==> src/sv/pfrp_pkg.sv <==
`default_nettype none
package pfrp_pkg;

  localparam int FRAME_COUNT_DEF = 16;
  localparam int OP_W            = 2;
  localparam int FRAME_W         = 4;

  typedef enum logic [OP_W-1:0] {
    OP_TOUCH    = 2'd0,
    OP_ALLOCATE = 2'd1,
    OP_RELEASE  = 2'd2,
    OP_VICTIM   = 2'd3
  } op_t;

  typedef enum logic [2:0] {
    ST_IDLE,
    ST_LOOK,
    ST_EXEC,
    ST_SWEEP,
    ST_FIN
  } state_t;

  typedef struct packed {
    logic capture;
    logic look;
    logic touch;
    logic release_frame;
    logic pick_free;
    logic pick_lru;
    logic sweep;
    logic load_out;
  } cmd_t;

  typedef struct packed {
    op_t  op;
    logic any_free;
    logic policy_clock;
    logic use_at_hand;
  } status_t;

endpackage
`default_nettype wire

==> src/sv/pfrp_if.sv <==
`default_nettype none
interface pfrp_in_if;
  logic                         valid;
  logic                         ready;
  logic [pfrp_pkg::OP_W-1:0]    operation;
  logic [pfrp_pkg::FRAME_W-1:0] frame_index;

  modport source (output valid, output operation, output frame_index, input ready);
  modport sink   (input valid, input operation, input frame_index, output ready);
endinterface

interface pfrp_out_if;
  logic                         valid;
  logic                         ready;
  logic [pfrp_pkg::FRAME_W-1:0] victim_frame;
  logic                         victim_was_free;
  logic                         victim_valid;

  modport source (output valid, output victim_frame, output victim_was_free,
                  output victim_valid, input ready);
  modport sink   (input valid, input victim_frame, input victim_was_free,
                  input victim_valid, output ready);
endinterface

interface pfrp_cfg_if;
  logic valid;
  logic ready;
  logic policy_mode;

  modport source (output valid, output policy_mode, input ready);
  modport sink   (input valid, input policy_mode, output ready);
endinterface
`default_nettype wire

==> src/sv/pfrp_ctrl.sv <==
`default_nettype none
module pfrp_ctrl (
  input  wire logic              clk,
  input  wire logic              rst_n,
  input  wire logic              in_valid,
  output logic                   in_ready,
  input  wire logic              out_ready,
  output logic                   out_valid,
  input  wire pfrp_pkg::status_t status,
  output pfrp_pkg::cmd_t         cmd
);

  pfrp_pkg::state_t state_r, state_nxt;
  logic             out_valid_r, out_valid_nxt;
  logic             slot_free;

  assign slot_free = !out_valid_r || out_ready;
  assign out_valid = out_valid_r;

  always_comb begin
    state_nxt = state_r;
    unique case (state_r)
      pfrp_pkg::ST_IDLE: begin
        if (in_valid) state_nxt = pfrp_pkg::ST_LOOK;
      end
      pfrp_pkg::ST_LOOK: state_nxt = pfrp_pkg::ST_EXEC;
      pfrp_pkg::ST_EXEC: begin
        if (status.op == pfrp_pkg::OP_VICTIM && !status.any_free && status.policy_clock) begin
          state_nxt = pfrp_pkg::ST_SWEEP;
        end else begin
          state_nxt = pfrp_pkg::ST_FIN;
        end
      end
      pfrp_pkg::ST_SWEEP: begin
        if (!status.use_at_hand) state_nxt = pfrp_pkg::ST_FIN;
      end
      pfrp_pkg::ST_FIN: begin
        if (slot_free) state_nxt = pfrp_pkg::ST_IDLE;
      end
      default: state_nxt = pfrp_pkg::ST_IDLE;
    endcase
  end

  always_comb begin
    cmd      = '0;
    in_ready = 1'b0;
    unique case (state_r)
      pfrp_pkg::ST_IDLE: begin
        in_ready    = 1'b1;
        cmd.capture = in_valid;
      end
      pfrp_pkg::ST_LOOK: cmd.look = 1'b1;
      pfrp_pkg::ST_EXEC: begin
        case (status.op) inside
          pfrp_pkg::OP_TOUCH, pfrp_pkg::OP_ALLOCATE: cmd.touch = 1'b1;
          pfrp_pkg::OP_RELEASE: cmd.release_frame = 1'b1;
          default: begin
            if (status.any_free) begin
              cmd.pick_free = 1'b1;
            end else if (!status.policy_clock) begin
              cmd.pick_lru = 1'b1;
            end
          end
        endcase
      end
      pfrp_pkg::ST_SWEEP: cmd.sweep = 1'b1;
      pfrp_pkg::ST_FIN: cmd.load_out = slot_free;
      default: cmd = '0;
    endcase
  end

  always_comb begin
    out_valid_nxt = out_valid_r;
    if (out_ready) out_valid_nxt = 1'b0;
    if (cmd.load_out) out_valid_nxt = 1'b1;
  end

  always_ff @(posedge clk) begin
    if (!rst_n) begin
      state_r     <= pfrp_pkg::ST_IDLE;
      out_valid_r <= 1'b0;
    end else begin
      state_r     <= state_nxt;
      out_valid_r <= out_valid_nxt;
    end
  end

endmodule
`default_nettype wire

==> src/sv/pfrp_dp.sv <==
`default_nettype none
module pfrp_dp #(
  parameter int FRAME_COUNT = pfrp_pkg::FRAME_COUNT_DEF
) (
  input  wire logic                         clk,
  input  wire logic                         rst_n,
  input  wire logic [pfrp_pkg::OP_W-1:0]    in_operation,
  input  wire logic [pfrp_pkg::FRAME_W-1:0] in_frame_index,
  input  wire logic                         cfg_we,
  input  wire logic                         cfg_policy_mode,
  input  wire pfrp_pkg::cmd_t               cmd,
  output pfrp_pkg::status_t                 status,
  output logic [pfrp_pkg::FRAME_W-1:0]      out_victim_frame,
  output logic                              out_victim_was_free,
  output logic                              out_victim_valid
);

  localparam int IDX_W = $clog2(FRAME_COUNT);
  localparam int EXT_W = ((IDX_W > pfrp_pkg::FRAME_W) ? IDX_W : pfrp_pkg::FRAME_W) + 1;
  localparam logic [IDX_W-1:0] LAST = IDX_W'(FRAME_COUNT - 1);

  pfrp_pkg::op_t    op_r;
  logic [IDX_W-1:0] frame_r;
  logic             in_range_r;
  logic             policy_r;

  logic [FRAME_COUNT-1:0] use_r;
  logic [FRAME_COUNT-1:0] occ_r;
  logic [IDX_W-1:0]       rank_r [FRAME_COUNT];
  logic [IDX_W-1:0]       hand_r;

  logic [IDX_W-1:0] old_rank_r;
  logic [IDX_W-1:0] free_idx_r;
  logic             any_free_r;
  logic [IDX_W-1:0] lru_idx_r;
  logic [IDX_W-1:0] pick_r;
  logic             was_free_r;

  logic [EXT_W-1:0] f_ext;
  logic             f_in_range;
  logic [IDX_W-1:0] free_idx;
  logic             any_free;
  logic [IDX_W-1:0] lru_idx;
  logic [IDX_W-1:0] hand_next;
  logic [IDX_W-1:0] frame_next;
  logic [EXT_W-1:0] pick_ext;

  function automatic logic [IDX_W-1:0] next_frame(input logic [IDX_W-1:0] f);
    return (f == LAST) ? '0 : f + 1'b1;
  endfunction

  assign f_ext      = EXT_W'(in_frame_index);
  assign f_in_range = f_ext < EXT_W'(FRAME_COUNT);
  assign hand_next  = next_frame(hand_r);
  assign frame_next = next_frame(frame_r);
  assign pick_ext   = EXT_W'(pick_r);

  // lowest free frame
  always_comb begin
    free_idx = '0;
    any_free = 1'b0;
    for (int i = FRAME_COUNT - 1; i >= 0; i--) begin
      if (!occ_r[i]) begin
        free_idx = IDX_W'(i);
        any_free = 1'b1;
      end
    end
  end

  // ranks are a permutation, so exactly one entry holds rank zero
  always_comb begin
    lru_idx = '0;
    for (int i = 0; i < FRAME_COUNT; i++) begin
      if (rank_r[i] == '0) lru_idx = lru_idx | IDX_W'(i);
    end
  end

  assign status.op           = op_r;
  assign status.any_free     = any_free_r;
  assign status.policy_clock = policy_r;
  assign status.use_at_hand  = use_r[hand_r];

  always_ff @(posedge clk) begin
    if (cmd.capture) begin
      op_r       <= pfrp_pkg::op_t'(in_operation);
      frame_r    <= f_ext[IDX_W-1:0];
      in_range_r <= f_in_range;
    end
    if (cmd.look) begin
      old_rank_r <= in_range_r ? rank_r[frame_r] : '0;
      free_idx_r <= free_idx;
      any_free_r <= any_free;
      lru_idx_r  <= lru_idx;
    end
    if (cmd.pick_free) begin
      pick_r     <= free_idx_r;
      was_free_r <= 1'b1;
    end
    if (cmd.pick_lru) begin
      pick_r     <= lru_idx_r;
      was_free_r <= 1'b0;
    end
    if (cmd.sweep && !use_r[hand_r]) begin
      pick_r     <= hand_r;
      was_free_r <= 1'b0;
    end
    if (cmd.load_out) begin
      if (op_r == pfrp_pkg::OP_VICTIM) begin
        out_victim_frame    <= pick_ext[pfrp_pkg::FRAME_W-1:0];
        out_victim_was_free <= was_free_r;
        out_victim_valid    <= 1'b1;
      end else begin
        out_victim_frame    <= '0;
        out_victim_was_free <= 1'b0;
        out_victim_valid    <= 1'b0;
      end
    end
  end

  always_ff @(posedge clk) begin
    if (!rst_n) begin
      policy_r <= 1'b0;
      use_r    <= '0;
      occ_r    <= '0;
      hand_r   <= '0;
      for (int i = 0; i < FRAME_COUNT; i++) begin
        rank_r[i] <= IDX_W'(i);
      end
    end else begin
      if (cfg_we) policy_r <= cfg_policy_mode;
      if (cmd.touch && in_range_r) begin
        for (int i = 0; i < FRAME_COUNT; i++) begin
          if (IDX_W'(i) == frame_r) begin
            rank_r[i] <= LAST;
          end else if (rank_r[i] > old_rank_r) begin
            rank_r[i] <= rank_r[i] - 1'b1;
          end
        end
        use_r[frame_r] <= 1'b1;
        if (op_r == pfrp_pkg::OP_ALLOCATE) begin
          occ_r[frame_r] <= 1'b1;
          hand_r         <= frame_next;
        end
      end
      if (cmd.release_frame && in_range_r) occ_r[frame_r] <= 1'b0;
      if (cmd.pick_free || cmd.pick_lru) hand_r <= hand_next;
      if (cmd.sweep) begin
        if (use_r[hand_r]) use_r[hand_r] <= 1'b0;
        hand_r <= hand_next;
      end
    end
  end

endmodule
`default_nettype wire

==> src/sv/page_frame_replacement_policy_core.sv <==
// Page frame replacement policy core. Items on in_chan carry an operation
// (touch, allocate, release, choose victim) and a frame index; every item
// yields exactly one item on out_chan, in order. Frames beyond FRAME_COUNT
// are ignored by touch, allocate and release. An item is handled one at a
// time by an accept, lookup, execute, finish sequence; a victim in clock
// mode with no free frame adds a sweep between execute and finish, and
// finish waits until out_chan can take the result. The result is
// registered as finish ends, and a new item can be accepted in the cycle
// the result first shows. The sweep visits one frame per cycle, clearing
// each set use bit it meets, and picks the first frame whose use bit is
// clear; it clears at most FRAME_COUNT use bits. The output register lets
// the next item be accepted while a result waits. cfg_chan sets policy_mode
// (0 LRU, 1 clock) and is always ready; write it only while the core is idle.
// All state is in flip-flops and is ready right after reset.
`default_nettype none
module page_frame_replacement_policy_core #(
  parameter int FRAME_COUNT = pfrp_pkg::FRAME_COUNT_DEF
) (
  input  wire logic clk,
  input  wire logic rst_n,
  pfrp_in_if.sink   in_chan,
  pfrp_out_if.source out_chan,
  pfrp_cfg_if.sink  cfg_chan
);

  pfrp_pkg::cmd_t    cmd;
  pfrp_pkg::status_t status;

  assign cfg_chan.ready = 1'b1;

  pfrp_ctrl u_ctrl (
    .clk       (clk),
    .rst_n     (rst_n),
    .in_valid  (in_chan.valid),
    .in_ready  (in_chan.ready),
    .out_ready (out_chan.ready),
    .out_valid (out_chan.valid),
    .status    (status),
    .cmd       (cmd)
  );

  pfrp_dp #(
    .FRAME_COUNT (FRAME_COUNT)
  ) u_dp (
    .clk                 (clk),
    .rst_n               (rst_n),
    .in_operation        (in_chan.operation),
    .in_frame_index      (in_chan.frame_index),
    .cfg_we              (cfg_chan.valid),
    .cfg_policy_mode     (cfg_chan.policy_mode),
    .cmd                 (cmd),
    .status              (status),
    .out_victim_frame    (out_chan.victim_frame),
    .out_victim_was_free (out_chan.victim_was_free),
    .out_victim_valid    (out_chan.victim_valid)
  );

endmodule
`default_nettype wire
==> src/flat_wrapper.sv <==
// flat-port wrapper written by rule: the top's interface ports become plain ports
module page_frame_replacement_policy_core_flat 
#(
  parameter int FRAME_COUNT = pfrp_pkg::FRAME_COUNT_DEF
)
  (clk, rst_n, in_chan_valid, in_chan_operation, in_chan_frame_index, in_chan_ready, out_chan_valid, out_chan_victim_frame, out_chan_victim_was_free, out_chan_victim_valid, out_chan_ready, cfg_chan_valid, cfg_chan_policy_mode, cfg_chan_ready);
  pfrp_in_if in_chan_i ();
  pfrp_out_if out_chan_i ();
  pfrp_cfg_if cfg_chan_i ();
  input  wire logic clk;
  input  wire logic rst_n;
  input wire logic [$bits(in_chan_i.valid)-1:0] in_chan_valid;
  input wire logic [$bits(in_chan_i.operation)-1:0] in_chan_operation;
  input wire logic [$bits(in_chan_i.frame_index)-1:0] in_chan_frame_index;
  output wire logic [$bits(in_chan_i.ready)-1:0] in_chan_ready;
  output wire logic [$bits(out_chan_i.valid)-1:0] out_chan_valid;
  output wire logic [$bits(out_chan_i.victim_frame)-1:0] out_chan_victim_frame;
  output wire logic [$bits(out_chan_i.victim_was_free)-1:0] out_chan_victim_was_free;
  output wire logic [$bits(out_chan_i.victim_valid)-1:0] out_chan_victim_valid;
  input wire logic [$bits(out_chan_i.ready)-1:0] out_chan_ready;
  input wire logic [$bits(cfg_chan_i.valid)-1:0] cfg_chan_valid;
  input wire logic [$bits(cfg_chan_i.policy_mode)-1:0] cfg_chan_policy_mode;
  output wire logic [$bits(cfg_chan_i.ready)-1:0] cfg_chan_ready;
  assign in_chan_i.valid = in_chan_valid;
  assign in_chan_i.operation = in_chan_operation;
  assign in_chan_i.frame_index = in_chan_frame_index;
  assign in_chan_ready = in_chan_i.ready;
  assign out_chan_valid = out_chan_i.valid;
  assign out_chan_victim_frame = out_chan_i.victim_frame;
  assign out_chan_victim_was_free = out_chan_i.victim_was_free;
  assign out_chan_victim_valid = out_chan_i.victim_valid;
  assign out_chan_i.ready = out_chan_ready;
  assign cfg_chan_i.valid = cfg_chan_valid;
  assign cfg_chan_i.policy_mode = cfg_chan_policy_mode;
  assign cfg_chan_ready = cfg_chan_i.ready;
  page_frame_replacement_policy_core #(.FRAME_COUNT(FRAME_COUNT)) u_core (.clk(clk), .rst_n(rst_n), .in_chan(in_chan_i), .out_chan(out_chan_i), .cfg_chan(cfg_chan_i));
endmodule
==> config.mk <==
export PLATFORM = sky130hd
export DESIGN_NAME = page_frame_replacement_policy_core_flat
export DESIGN_NICKNAME = d
export VERILOG_FILES = /design/src/sv/pfrp_pkg.sv /design/src/sv/pfrp_if.sv /design/src/sv/pfrp_ctrl.sv /design/src/sv/pfrp_dp.sv /design/src/sv/page_frame_replacement_policy_core.sv /design/src/flat_wrapper.sv
export SDC_FILE = /design/constraint.sdc
export NUM_CORES = 1
export LEC_CHECK = 0
export BUFFER_PORTS_ARGS = -buffer_cell sky130_fd_sc_hd__buf_2
export CORE_ASPECT_RATIO = 0.6
export CORE_UTILIZATION = 55
export CTS_BUF_LIST = sky130_fd_sc_hd__clkbuf_8 sky130_fd_sc_hd__clkbuf_16
export DETAILED_ROUTE_END_ITERATION = 6
export PLACE_DENSITY = 0.76
export SYNTH_ARGS = -nofsm -noshare
export SYNTH_HDL_FRONTEND = slang
export SYNTH_HIERARCHICAL = 1
export SYNTH_SLANG_ARGS = --single-unit
==> constraint.sdc <==
create_clock -name clk -period 3.2 [get_ports clk]
set_input_delay 0.48 -clock clk [delete_from_list [all_inputs] [get_ports clk]]
set_output_delay 0.48 -clock clk [all_outputs]
set_load 0.05 [all_outputs]
==> results.cfg <==
[setup_path]
crit_path_max_fanout = 16
cp_slowest_cell = edfxtp_1
cp-start-kind = flop
worst_setup_path_end_kind = flop
worstPathBufferInverterCount = 0
r2r_cells = 6
slowest_delay_ns = 0.71
worstReg2RegEnd = u_core/u_dp/rank_r[10][3]
rrSetupSlack_ns = 0.56
crit_family = compound AO/OA/AOI/OAI gates
crit_chain = ha_1 -> nor2b_1 -> o21a_1 -> o21ai_0 -> a221oi_1 -> a311o_1
crit_type = flop to flop
crit_required_ns = 3.31
reg2reg_from = u_core/u_dp/old_rank_r[0]
worstPathArrival_ns = 2.75

[placement]
finalWeightedCongestion = 0.978
preCtsSetupSlack_ns = 0.647
port_buffers = 19
hpwl_um = 18900

[sta]
worst_pin_slew_ns = 0.919
setup_viol = 0
slew_headroom = 0.386
fin_crit_ns = 2.64
finalCritPeriodShare = 0.825
fin_ws_ns = 0.561
tns_ns = 0
fmax_mhz = 379
hold_violations = 0
drv_slew = 0
clock_skew_ns = 0.0178
rsz0062_at_grt = no

[min_path]
holdPathEnd = u_core/u_dp/frame_r[1]
hold_path_class = input pin to flop
hp-start = in_chan_frame_index[1]
worst_hold_path.num_cells = 1

[clocking]
cts_hold_buffers = 0
post-cts-setup-buffers = 0
cts_resized = 0
cts_root_buffer = clkbuf_16
cts.path.max_buffers = 2
htreeDepth = 4
cts_tree = built
clk_latency_ns = 0.43
clk_pin_slew_worst_paths_ns = 0.06
numClockSinks = 135
cts_buffers = 17

[logic_synthesis]
synthFlopType = edfxtp_1
synth_area_um2 = 8680
async_flop_share = 0
syn_area_per_cell_um2 = 10.5
yosysSeqAreaShare = 0.419
synth_edf_count = 93
ys_seq_elements = 135
yosysWarnings = 6
synthesis.nets = 923
synth.distinct_cells = 61
synthCells = 823

[floorplan]
row_count = 35
dieArea_um2 = 16300
ios = 21
chipWidth_um = 164
die_h_um = 99.3
fp.coreArea_um2 = 15400
start_util = 0.565

[finish]
largestRegisters = u_core/u_dp/rank_r (64), u_core/u_dp/occ_r (16), u_core/u_dp/use_r (16)
diodes = 0
drive_gt1_frac = 0.141
area_delta_synth_final_pct = 10.4
final_nets = 941
top_register = u_core/u_dp/rank_r
largest_register_ffs = 64

[run_status]
failed_checks = design-rule violations
status = finished, violations left

[drt]
vias = 7217
drtPass1Iterations = 7
drtAntennaViolNets = 0
routed_wl_um = 25300
drc = 3
wl_per_cell_um = 23.9
drtIter0Drc = 1196
avgViaCountPerCell = 6.83

[power]
leakage_nw = 3.57
p_total_mw = 4.35
p_per_area_nw_per_um2 = 454
irDropWorstVdd_mv = 0.340

[grt]
grt_overflow = 0
grt_pass1_wl_um = 39300
grt_pass1_vias = 7054
grt_use_total = 0.326
grt_max_degree = 29
antenna_found_initial = 1

[job]
drv_cap = 0
-- report_power, final --
| part | switching (mW) | internal, mW | leakage (nW) |
|---|---|---|---|
| sequential | 0.0644 | 1.91 | 1.15 |
| clock | 0.836 | 1.06 | 0.282 |
| combinational | 0.288 | 0.189 | 2.13 |
-- metrics by stage --
| step | utilization | hold slack [ns] | cells | instance area, µm² |
|---|---|---|---|---|
| 2_1_floorplan | - | 0.425 | 823 | 8680 |
| 3_3_place_gp | 0.587 | 0.438 | 1025 | 9020 |
| 3_5_place_dp | 0.587 | 0.444 | 1025 | 9020 |
| 4_1_cts | 0.623 | 0.224 | 1057 | 9580 |
| 5_1_grt | 0.623 | 0.211 | 1057 | 9580 |
| 6_report | 0.623 | 0.229 | 1057 | 9580 |
-- synthesized netlist by cell type, drive strengths merged, types with 2 or more instances --
master,instances,area (µm²)
mux2,6,71.3
a311oi,18,158
mux2i,14,140
nand4,16,100
a221oi,3,26.3
clkbuf,30,113
o2111a,2,22.5
a222oi,2,20.0
a211oi,10,75.1
edfxtp,93,2790
nand2b,7,43.8
nand3b,2,15.0
buf,16,110
and3,12,75.1
xnor2,33,289
nor3,24,125
nand2,53,199
o21a,27,203
o21ai,35,175
inv,54,203
nor2b,22,138
nor4,2,12.5
and2,11,68.8
a31oi,21,131
a32oi,5,43.8
o22ai,6,37.5
a21oi,29,145
nand3,37,185
dfxtp,42,841
a41oi,3,26.3
a2111oi,2,30.0
nor2,28,105
o211ai,5,37.5
o22a,4,36.3
or3,4,25.0
ha,88,1100
o2111ai,9,78.8
nor3b,12,95.1
or2,4,25.0
mux4,20,450
-- worst max-delay path by stage --
stage	from	endpoint	slack, ns	cells after the start
finish	u_core/u_dp/old_rank_r[0]	u_core/u_dp/rank_r[10][3]	0.56	6
floorplan	u_core/u_dp/frame_r[1]	u_core/u_dp/rank_r[8][0]	0.81	9
CTS	u_core/u_dp/old_rank_r[0]	u_core/u_dp/rank_r[10][3]	0.64	6
detailed placement	u_core/u_dp/old_rank_r[0]	u_core/u_dp/rank_r[10][2]	0.65	6
global route	u_core/u_dp/old_rank_r[0]	u_core/u_dp/rank_r[12][0]	0.43	6
global placement	u_core/u_dp/old_rank_r[0]	u_core/u_dp/rank_r[3][0]	0.77	6
-- logic make-up (layout without fill, tap and decap cells) --
group / Yosys count / after routing / synth area share
DFF: 135 / 135 / 0.419
and+or+nand+nor: 237 / 237 / 0.143
buffers and inverters: 100 / 131 / 0.0490
muxes: 40 / 40 / 0.0763
other: 1 / 1 / 0.000432
xor gates and xnor gates: 33 / 33 / 0.0333
AOI/OAI and AO/OA: 189 / 189 / 0.152
adders and majority gates: 88 / 88 / 0.127
-- routing by layer --
| layer | up-vias | wire, µm | GRT usage |
|---|---|---|---|
| met5 | - | 13 | 0 |
| met1 | 3475 | 10800 | 0.471 |
| li1 | 3173 | - | - |
| met2 | 497 | 10500 | 0.462 |
| met3 | 70 | 3340 | 0.111 |
| met4 | 2 | 569 | 0.0897 |
-- cell usage in the layout (no fill, tap or decap), drive strengths merged, types with 28 or more instances in the layout --
| cell type | netlist | final |
|---|---|---|
| a21oi | 29 | 29 |
| buf | 16 | 45 |
| dfxtp | 42 | 42 |
| edfxtp | 93 | 93 |
| ha | 88 | 88 |
| inv | 54 | 61 |
| nand2 | 53 | 53 |
| nand3 | 37 | 37 |
| nor2 | 28 | 28 |
| o21ai | 35 | 35 |
| xnor2 | 33 | 33 |
-- cell type report --
class / count / area (µm²)
clock buffers: 18 / 450
flip-flops and latches: 135 / 3630
fillers: 1169 / 5790
well taps: 203 / 254
inverters: 54 / 203
clock inverters: 14 / 115
multi-input cells: 588 / 4640
repair buffers: 45 / 290
Power figures use the tool's default switching activity.
